### config.mk
export PLATFORM = sky130hd
export DESIGN_NAME = csv_field_extractor
export DESIGN_NICKNAME = d
export VERILOG_FILES = /design/src/hw/rtl/cfe_pkg.sv /design/src/hw/rtl/cfe_parse_core.sv /design/src/hw/rtl/cfe_out_stage.sv /design/src/hw/rtl/csv_field_extractor.sv
export SDC_FILE = /design/constraint.sdc
export NUM_CORES = 1
export LEC_CHECK = 0
export BUFFER_PORTS_ARGS = -buffer_cell sky130_fd_sc_hd__buf_4
export CAP_MARGIN = 20
export CORE_MARGIN = 1.5
export CORE_UTILIZATION = 52
export CTS_CLUSTER_SIZE = 24
export DETAILED_ROUTE_END_ITERATION = 10
export PLACE_DENSITY = 0.75
export SETUP_SLACK_MARGIN = 0.5
export SYNTH_ARGS = -nofsm -noshare
export SYNTH_HDL_FRONTEND = slang
export SYNTH_SLANG_ARGS = --single-unit
### constraint.sdc
create_clock -name clk -period 3.8 [get_ports clk]
set_input_delay 0.38 -clock clk [delete_from_list [all_inputs] [get_ports clk]]
set_output_delay 0.38 -clock clk [all_outputs]
set_load 0.1 [all_outputs]
### src/hw/rtl/cfe_pkg.sv
`default_nettype none
package cfe_pkg;

    localparam int DEFAULT_COUNT_BITS = 8;
    localparam int CFG_INDEX_W        = 8;
    localparam int INDEX_W            = 9;

    localparam logic [7:0] CH_QUOTE  = 8'd34;
    localparam logic [7:0] CH_CR     = 8'd13;
    localparam logic [7:0] CH_LF     = 8'd10;
    localparam logic [7:0] CH_NUL    = 8'd0;
    localparam logic [7:0] SEP_RESET = 8'd44;

    // field_index saturates here so it never falsely matches an 8-bit select + 1
    localparam logic [INDEX_W-1:0] INDEX_SAT = 9'd257;

    localparam logic OP_BYTE = 1'b0;
    localparam logic OP_END  = 1'b1;

    localparam logic KIND_BYTE    = 1'b0;
    localparam logic KIND_SUMMARY = 1'b1;

    localparam logic [CFG_INDEX_W-1:0] REG_FIELD_SELECT = 8'd0;
    localparam logic [CFG_INDEX_W-1:0] REG_SEPARATOR    = 8'd1;

    typedef enum logic [2:0] {
        MODE_START,
        MODE_PLAIN,
        MODE_QUOTED,
        MODE_QSEEN,
        MODE_TAIL,
        MODE_DEAD
    } mode_t;

    typedef struct packed {
        logic       op;
        logic [7:0] in_byte;
    } in_item_t;

    typedef struct packed {
        logic       kind;
        logic [7:0] out_byte;
        logic [7:0] field_count;
        logic       selected_found;
    } out_item_t;

    typedef struct packed {
        logic [7:0] field_select;
        logic [7:0] separator;
    } cfg_t;

endpackage
`default_nettype wire

### src/hw/rtl/cfe_parse_core.sv
`default_nettype none
module cfe_parse_core #(
    parameter int COUNT_BITS = cfe_pkg::DEFAULT_COUNT_BITS
) (
    input  wire                 clk,
    input  wire                 rst_n,
    input  wire                 step,
    input  cfe_pkg::in_item_t   item,
    input  cfe_pkg::cfg_t       cfg,
    output logic                res_valid,
    output cfe_pkg::out_item_t  res
);

    localparam int CW = (COUNT_BITS > 8) ? COUNT_BITS : 8;
    localparam logic [COUNT_BITS-1:0] COUNT_MAX = {COUNT_BITS{1'b1}};

    cfe_pkg::mode_t                  mode_reg, mode_next;
    logic [cfe_pkg::INDEX_W-1:0]     index_reg, index_next;
    logic [COUNT_BITS-1:0]           seen_reg, seen_next;
    logic                            cr_reg, cr_next;
    logic                            pending_reg, pending_next;

    logic [7:0]                      b;
    logic [CW-1:0]                   seen_wide;
    logic [cfe_pkg::INDEX_W-1:0]     sel_plus1;
    logic                            do_summary;
    logic                            do_byte;
    logic                            begin_fld;
    logic [cfe_pkg::INDEX_W-1:0]     index_eff;

    assign b         = item.in_byte;
    assign seen_wide = CW'(seen_reg);
    assign sel_plus1 = {1'b0, cfg.field_select} + 9'd1;

    always_comb
    begin
        mode_next    = mode_reg;
        index_next   = index_reg;
        seen_next    = seen_reg;
        cr_next      = cr_reg;
        pending_next = pending_reg;
        do_summary   = 1'b0;
        do_byte      = 1'b0;
        begin_fld    = 1'b0;

        if (item.op == cfe_pkg::OP_END)
        begin
            cr_next    = 1'b0;
            do_summary = pending_reg;
            mode_next    = cfe_pkg::MODE_START;
            index_next   = '0;
            seen_next    = '0;
            pending_next = 1'b0;
        end
        else if (cr_reg && b == cfe_pkg::CH_LF)
        begin
            // LF of a CR LF pair: swallowed
            cr_next = 1'b0;
        end
        else if (b == cfe_pkg::CH_CR || b == cfe_pkg::CH_LF)
        begin
            cr_next      = (b == cfe_pkg::CH_CR);
            do_summary   = 1'b1;
            mode_next    = cfe_pkg::MODE_START;
            index_next   = '0;
            seen_next    = '0;
            pending_next = 1'b0;
        end
        else
        begin
            cr_next      = 1'b0;
            pending_next = 1'b1;
            if (mode_reg == cfe_pkg::MODE_DEAD)
            begin
                mode_next = cfe_pkg::MODE_DEAD;
            end
            else if (b == cfe_pkg::CH_NUL)
            begin
                mode_next = cfe_pkg::MODE_DEAD;
            end
            else
            begin
                unique case (mode_reg) inside
                    cfe_pkg::MODE_START:
                    begin
                        begin_fld = 1'b1;
                        if (b == cfe_pkg::CH_QUOTE)
                            mode_next = cfe_pkg::MODE_QUOTED;
                        else if (b != cfg.separator)
                        begin
                            mode_next = cfe_pkg::MODE_PLAIN;
                            do_byte   = 1'b1;
                        end
                    end
                    cfe_pkg::MODE_PLAIN, cfe_pkg::MODE_TAIL:
                    begin
                        if (b == cfg.separator)
                            mode_next = cfe_pkg::MODE_START;
                        else
                            do_byte = 1'b1;
                    end
                    cfe_pkg::MODE_QUOTED:
                    begin
                        if (b == cfe_pkg::CH_QUOTE)
                            mode_next = cfe_pkg::MODE_QSEEN;
                        else
                            do_byte = 1'b1;
                    end
                    cfe_pkg::MODE_QSEEN:
                    begin
                        if (b == cfe_pkg::CH_QUOTE)
                        begin
                            mode_next = cfe_pkg::MODE_QUOTED;
                            do_byte   = 1'b1;
                        end
                        else if (b == cfg.separator)
                            mode_next = cfe_pkg::MODE_START;
                        else
                        begin
                            mode_next = cfe_pkg::MODE_TAIL;
                            do_byte   = 1'b1;
                        end
                    end
                    default:
                    begin
                        mode_next = cfe_pkg::MODE_DEAD;
                    end
                endcase
                if (begin_fld)
                begin
                    if (index_reg < cfe_pkg::INDEX_SAT)
                        index_next = index_reg + 9'd1;
                    if (seen_reg < COUNT_MAX)
                        seen_next = seen_reg + 1'b1;
                end
            end
        end

        // byte output compares against the index after any field start
        index_eff = begin_fld ? index_next : index_reg;

        res       = '0;
        res_valid = 1'b0;
        if (do_summary)
        begin
            res_valid          = 1'b1;
            res.kind           = cfe_pkg::KIND_SUMMARY;
            res.field_count    = (seen_wide > CW'(255)) ? 8'hFF : seen_wide[7:0];
            res.selected_found = (cfg.field_select == 8'd0) ||
                                 (index_reg > {1'b0, cfg.field_select});
        end
        else if (do_byte && index_eff == sel_plus1)
        begin
            res_valid    = 1'b1;
            res.kind     = cfe_pkg::KIND_BYTE;
            res.out_byte = b;
        end
    end

    always_ff @(posedge clk or negedge rst_n)
    begin
        if (!rst_n)
        begin
            mode_reg    <= cfe_pkg::MODE_START;
            index_reg   <= '0;
            seen_reg    <= '0;
            cr_reg      <= 1'b0;
            pending_reg <= 1'b0;
        end
        else if (step)
        begin
            mode_reg    <= mode_next;
            index_reg   <= index_next;
            seen_reg    <= seen_next;
            cr_reg      <= cr_next;
            pending_reg <= pending_next;
        end
    end

endmodule
`default_nettype wire

### src/hw/rtl/cfe_out_stage.sv
`default_nettype none
module cfe_out_stage (
    input  wire                 clk,
    input  wire                 rst_n,
    input  wire                 load,
    input  cfe_pkg::out_item_t  load_item,
    output logic                can_take,
    output logic                out_valid,
    input  wire                 out_ready,
    output cfe_pkg::out_item_t  out_item
);

    logic               valid_reg, valid_next;
    cfe_pkg::out_item_t item_reg;

    // free now, or the waiting result leaves on this edge
    assign can_take  = !valid_reg || out_ready;
    assign out_valid = valid_reg;
    assign out_item  = item_reg;

    always_comb
    begin
        valid_next = valid_reg;
        if (load)
            valid_next = 1'b1;
        else if (out_ready)
            valid_next = 1'b0;
    end

    always_ff @(posedge clk or negedge rst_n)
    begin
        if (!rst_n)
            valid_reg <= 1'b0;
        else
            valid_reg <= valid_next;
    end

    always_ff @(posedge clk)
    begin
        if (load)
            item_reg <= load_item;
    end

endmodule
`default_nettype wire

### src/hw/rtl/csv_field_extractor.sv
`default_nettype none
// CSV field extractor. Takes one character (or end-of-input marker) per clock
// and returns the content bytes of the field chosen by field_select, plus a
// summary item at each line end (CR, LF or CR LF) and at end of input with a
// line pending. Throughput is one item per cycle. An item is held in the input
// register; its result, if any, is registered in the output stage and offered
// on the output, and can transfer at the next edge at the earliest, with the
// parse step itself combinational logic between the two registers.
// Backpressure on the result side stalls every parse step, even one with no
// result, and, once the input register is full, the input channel. No clearing
// pass after reset. Configuration writes are taken every cycle and should be
// made while idle.
module csv_field_extractor #(
    parameter int COUNT_BITS = cfe_pkg::DEFAULT_COUNT_BITS
) (
    input  wire                               clk,
    input  wire                               rst_n,
    input  wire                               in_valid,
    output logic                              in_ready,
    input  cfe_pkg::in_item_t                 in_item,
    output logic                              out_valid,
    input  wire                               out_ready,
    output cfe_pkg::out_item_t                out_item,
    input  wire                               cfg_valid,
    output logic                              cfg_ready,
    input  wire [cfe_pkg::CFG_INDEX_W-1:0]    cfg_index,
    input  wire [7:0]                         cfg_data
);

    cfe_pkg::cfg_t       cfg_reg;
    logic                in_valid_reg, in_valid_next;
    cfe_pkg::in_item_t   in_item_reg;
    logic                core_step;
    logic                res_valid;
    cfe_pkg::out_item_t  res;
    logic                out_can_take;

    assign cfg_ready = 1'b1;

    always_ff @(posedge clk or negedge rst_n)
    begin
        if (!rst_n)
        begin
            cfg_reg.field_select <= 8'd0;
            cfg_reg.separator    <= cfe_pkg::SEP_RESET;
        end
        else if (cfg_valid)
        begin
            unique case (cfg_index)
                cfe_pkg::REG_FIELD_SELECT: cfg_reg.field_select <= cfg_data;
                cfe_pkg::REG_SEPARATOR:    cfg_reg.separator    <= cfg_data;
                default:                   ;
            endcase
        end
    end

    assign core_step = in_valid_reg && out_can_take;
    assign in_ready  = !in_valid_reg || core_step;

    always_comb
    begin
        in_valid_next = in_valid_reg;
        if (in_valid && in_ready)
            in_valid_next = 1'b1;
        else if (core_step)
            in_valid_next = 1'b0;
    end

    always_ff @(posedge clk or negedge rst_n)
    begin
        if (!rst_n)
            in_valid_reg <= 1'b0;
        else
            in_valid_reg <= in_valid_next;
    end

    always_ff @(posedge clk)
    begin
        if (in_valid && in_ready)
            in_item_reg <= in_item;
    end

    cfe_parse_core #(
        .COUNT_BITS (COUNT_BITS)
    ) u_core (
        .clk       (clk),
        .rst_n     (rst_n),
        .step      (core_step),
        .item      (in_item_reg),
        .cfg       (cfg_reg),
        .res_valid (res_valid),
        .res       (res)
    );

    cfe_out_stage u_out (
        .clk       (clk),
        .rst_n     (rst_n),
        .load      (core_step && res_valid),
        .load_item (res),
        .can_take  (out_can_take),
        .out_valid (out_valid),
        .out_ready (out_ready),
        .out_item  (out_item)
    );

    // an empty input register always takes a transfer
    a_in_ready_when_empty: assert property (@(posedge clk) disable iff (!rst_n)
        !in_valid_reg |-> in_ready)
        else $error("input register empty but not ready");

    // a new result only comes from a parse step that produced one
    a_out_from_step: assert property (@(posedge clk) disable iff (!rst_n)
        $rose(out_valid) |-> $past(core_step && res_valid))
        else $error("result appeared without a parse step");

    // summaries carry no content byte, content bytes carry no count
    a_kind_fields: assert property (@(posedge clk) disable iff (!rst_n)
        out_valid |-> ((out_item.kind == cfe_pkg::KIND_SUMMARY && out_item.out_byte == 8'd0)
                    || (out_item.kind == cfe_pkg::KIND_BYTE && out_item.field_count == 8'd0
                        && !out_item.selected_found)))
        else $error("result fields inconsistent with kind");

endmodule
`default_nettype wire

==> flow_metrics.env <==
export IMPL_yosysWarningCount=0
export IMPL_final_max_slew_violation_count=0
export IMPL_post_drt_wl_per_cell_um=16.5
export IMPL_final_cell_mix="51 x buf_4, 37 x nand2_1, 37 x dfrtp_1, 27 x edfxtp_1, 26 x nor2_1"
export IMPL_die_area_um2=7990
export IMPL_ys_seq_elements=67
export IMPL_whs_ns=-0.0153
export IMPL_synth_nets=414
export IMPL_timing_critical_path_buf_inv=1
export IMPL_violations="hold timing"
export IMPL_synth_area_um2=3880
export IMPL_final_cells=527
export IMPL_crit_fanout=18
export IMPL_routed_via_density=5.84
export IMPL_portBuffers=49
export IMPL_async_flop_share_pct=59.7
export IMPL_yosysSeqAreaShare_pct=46.8
export IMPL_routed_wl_mm=8.70
export IMPL_status="complete, but fails checks"
export IMPL_synthCells=372
export IMPL_final_common_cell="buf_4"
export IMPL_cts_hold_buf=0
export IMPL_slew_headroom_pct=46.2
export IMPL_grt_max_degree=41
export IMPL_finalHoldViolations=7
export IMPL_grt_pass1_vias=2992
export IMPL_cp_top_family="simple AND/OR/NAND/NOR gates"
export IMPL_synth_edf_count=27
export IMPL_total_power_mw=2.26
export IMPL_maxCapViolCount=0
export IMPL_pre_cts_slack_ns=0.446
export IMPL_areaGrowthSynthToFinish_pct=17.3
export IMPL_initial_utilization_pct=53.5
export IMPL_ff_latch_area_um2=1820
export IMPL_numCtsBuffers=9
export IMPL_vias=3077
export IMPL_rsz0062_at_grt="no"
export IMPL_end_kind="flip-flop"
export IMPL_cp_required_ns=3.85
export IMPL_dp_cells=509
export IMPL_tns_ns=0
export IMPL_final_nets=465
export IMPL_worst_setup_path_type="reg -> reg"
export IMPL_antenna_found_initial=0
export IMPL_die_y_um=89.4
export IMPL_gp_congestion=0.892
export IMPL_power_leakage_nw=2.00
export IMPL_multiInputGateArea_um2=1940
export IMPL_period_share_pct=81.2
export IMPL_clock_skew_ns=0.0125
export IMPL_gr_total_overflow=0
export IMPL_cts_tree="built"
export IMPL_synth_area_top_cells="dfrtp_1 24%, edfxtp_1 21%, ha_1 3.9%"
export IMPL_fin_ws_ns=0.716
export IMPL_cp_arrival_ns=3.13
export IMPL_htreeDepth=3
export IMPL_min_period_ns=3.08
export IMPL_cts_root_buf="clkbuf_8"
export IMPL_cpPeakStageDelay_ns=0.59
export IMPL_syn_mean_instance_area_um2=10.4
export IMPL_die_x_um=89.4
export IMPL_synth_top_cell_area_share_pct=23.9
export IMPL_worstHoldPathType="in -> async"
export IMPL_clkTransAtPathRegs_ns=0.08
export IMPL_p_per_area_nw_per_um2=496
export IMPL_synth_flop_cell="dfrtp_1"
export IMPL_cts_buffer_depth=2
export IMPL_worst_slew_pin_slew_ns=0.804
export IMPL_worstSetupStartpoint="in_item_reg[3]"
export IMPL_hpwl_mm=6.52
export IMPL_drt_pass1_iterations=6
export IMPL_cp_cell_sequence="or4_1 > o41a_1 > nand3_2 > nor2_2 > xnor3_1 > nor4_4 > a21oi_2 > nor2_4 > buf_6"
export IMPL_ir_drop_mv=0.243
export IMPL_grt_pass1_wl_mm=14.5
export IMPL_layout_drive_gt1_share_pct=24.1
export IMPL_start_kind="flip-flop"
export IMPL_synth_area_leader_cell="dfrtp_1"
export IMPL_setup_violations=0
export IMPL_num_rows=31
export IMPL_largest_reg_flops=18
export IMPL_antenna_left=0
export IMPL_clk_latency_ns=0.36
export IMPL_critPathSlowestCell="or4_1"
export IMPL_io_pins=51
export IMPL_fillers=623
export IMPL_cts_sinks=67
export IMPL_yosysUniqueCellTypes=74
export IMPL_remaining_drc_errors=0
export IMPL_grt_total_usage_pct=24.5
export IMPL_r2r_start="in_item_reg[3]"
export IMPL_core_area_um2=7250
export IMPL_drt_iter0_drc=291
export IMPL_diodes=0
export IMPL_clock_fmax_mhz=324
==> metal layers <==
metal	GRT usage [%]	up-vias	routed length [um]	share of wire, %
met2	40.4	120	4140	48
met5	0	-	0	0
met1	31.4	1469	3840	44
met3	5.36	24	494	5.7
li1	-	1464	-	-
met4	9.93	0	226	2.6
==> timing repair <==
action	4_1_cts	5_1_grt
hold endpoints to repair	0	0
pin swaps	1	1
setup endpoints to repair	18	18
resized for setup	0	2
buffers inserted	1	1
==> kinds of logic (layout without fill, tap and decap cells) <==
logic type | count (synthesis) | after routing | synth area share, %
AO/OA/AOI/OAI | 75 | 75 | 13.6
XOR/XNOR | 28 | 28 | 7.45
adder cells (fa/ha/maj) | 12 | 12 | 3.87
buffers and inverters | 28 | 84 | 3.61
flip-flops | 67 | 67 | 46.8
multiplexers | 9 | 9 | 2.58
other | 1 | 1 | 0.0966
AND/OR/NAND/NOR | 152 | 152 | 22.0
==> path summary, 6_finish.rpt <==
path / cells after the start / end / slack [ns]
worst min register to register: 2 / u_core.pending_reg / 0.50
worst max-delay path: 9 / u_out.out_item[4] / 0.72
max in group asynchronous: 1 / cfg_reg[2] / 3.43
worst max register to register: 9 / u_out.out_item[4] / 0.72
worst min-delay path: 1 / u_core.seen_reg[1] / -0.02
min in group clk: 1 / in_item_reg[3] / 0.20
==> final cells by class <==
| class | instances | share of cell area (%) |
|---|---|---|
| sequential | 67 | 39.9 |
| multi-input combinational | 277 | 42.6 |
| timing repair buffer | 52 | 8.65 |
| clock buffer | 9 | 2.72 |
| inverter | 16 | 1.32 |
| clock inverter | 7 | 2.17 |
| tap | 99 | 2.72 |
==> through the flow <==
| step | hold WS [ns] | util, % | area (um^2) |
|---|---|---|---|
| floorplan | 0.0844 | - | 3890 |
| global placement | 0.390 | 59.4 | 4310 |
| detailed placement | 0.393 | 59.4 | 4310 |
| CTS | 0.00732 | 62.6 | 4540 |
| global route | 0.0300 | 62.8 | 4550 |
| finish | -0.0153 | 62.8 | 4550 |
==> synth_stat cells, types with 2 or more instances <==
master / count
a2111o_1: 2
a211oi_1: 2
a21oi_1: 11
a22o_1: 2
a31oi_1: 2
a32o_1: 2
and2_1: 12
and3_1: 15
and4_1: 2
buf_2: 2
buf_4: 2
buf_6: 2
clkbuf_1: 5
dfrtp_1: 37
dfstp_2: 3
edfxtp_1: 27
ha_1: 12
inv_1: 16
mux2_2: 8
nand2_1: 37
nand2b_1: 3
nand3_1: 11
nand4_1: 9
nor2_1: 27
nor2b_1: 2
nor3_1: 4
nor3b_1: 2
nor4_1: 8
o211ai_1: 2
o21a_1: 6
o21ai_0: 25
o21ai_2: 2
o31ai_1: 2
or2_2: 3
or4_1: 2
xnor2_1: 9
xnor3_2: 2
xor2_1: 16
==> worst register-to-register path, cell delays in order, from the launching register on <==
cell and delay, ns:
edfxtp_1 0.48, or4_1 0.59, o41a_1 0.39, nand3_2 0.16, nor2_2 0.07, xnor3_1 0.37, nor4_4 0.27, a21oi_2 0.13
nor2_4 0.10, buf_6 0.22
==> power breakdown <==
group          total, mW  leakage [nW]  switching (mW)  internal [mW]
logic              0.680          1.13           0.427          0.253
clock network      0.669         0.110           0.296          0.374
registers          0.908         0.757          0.0860          0.822
Power figures use the tool's default switching activity.
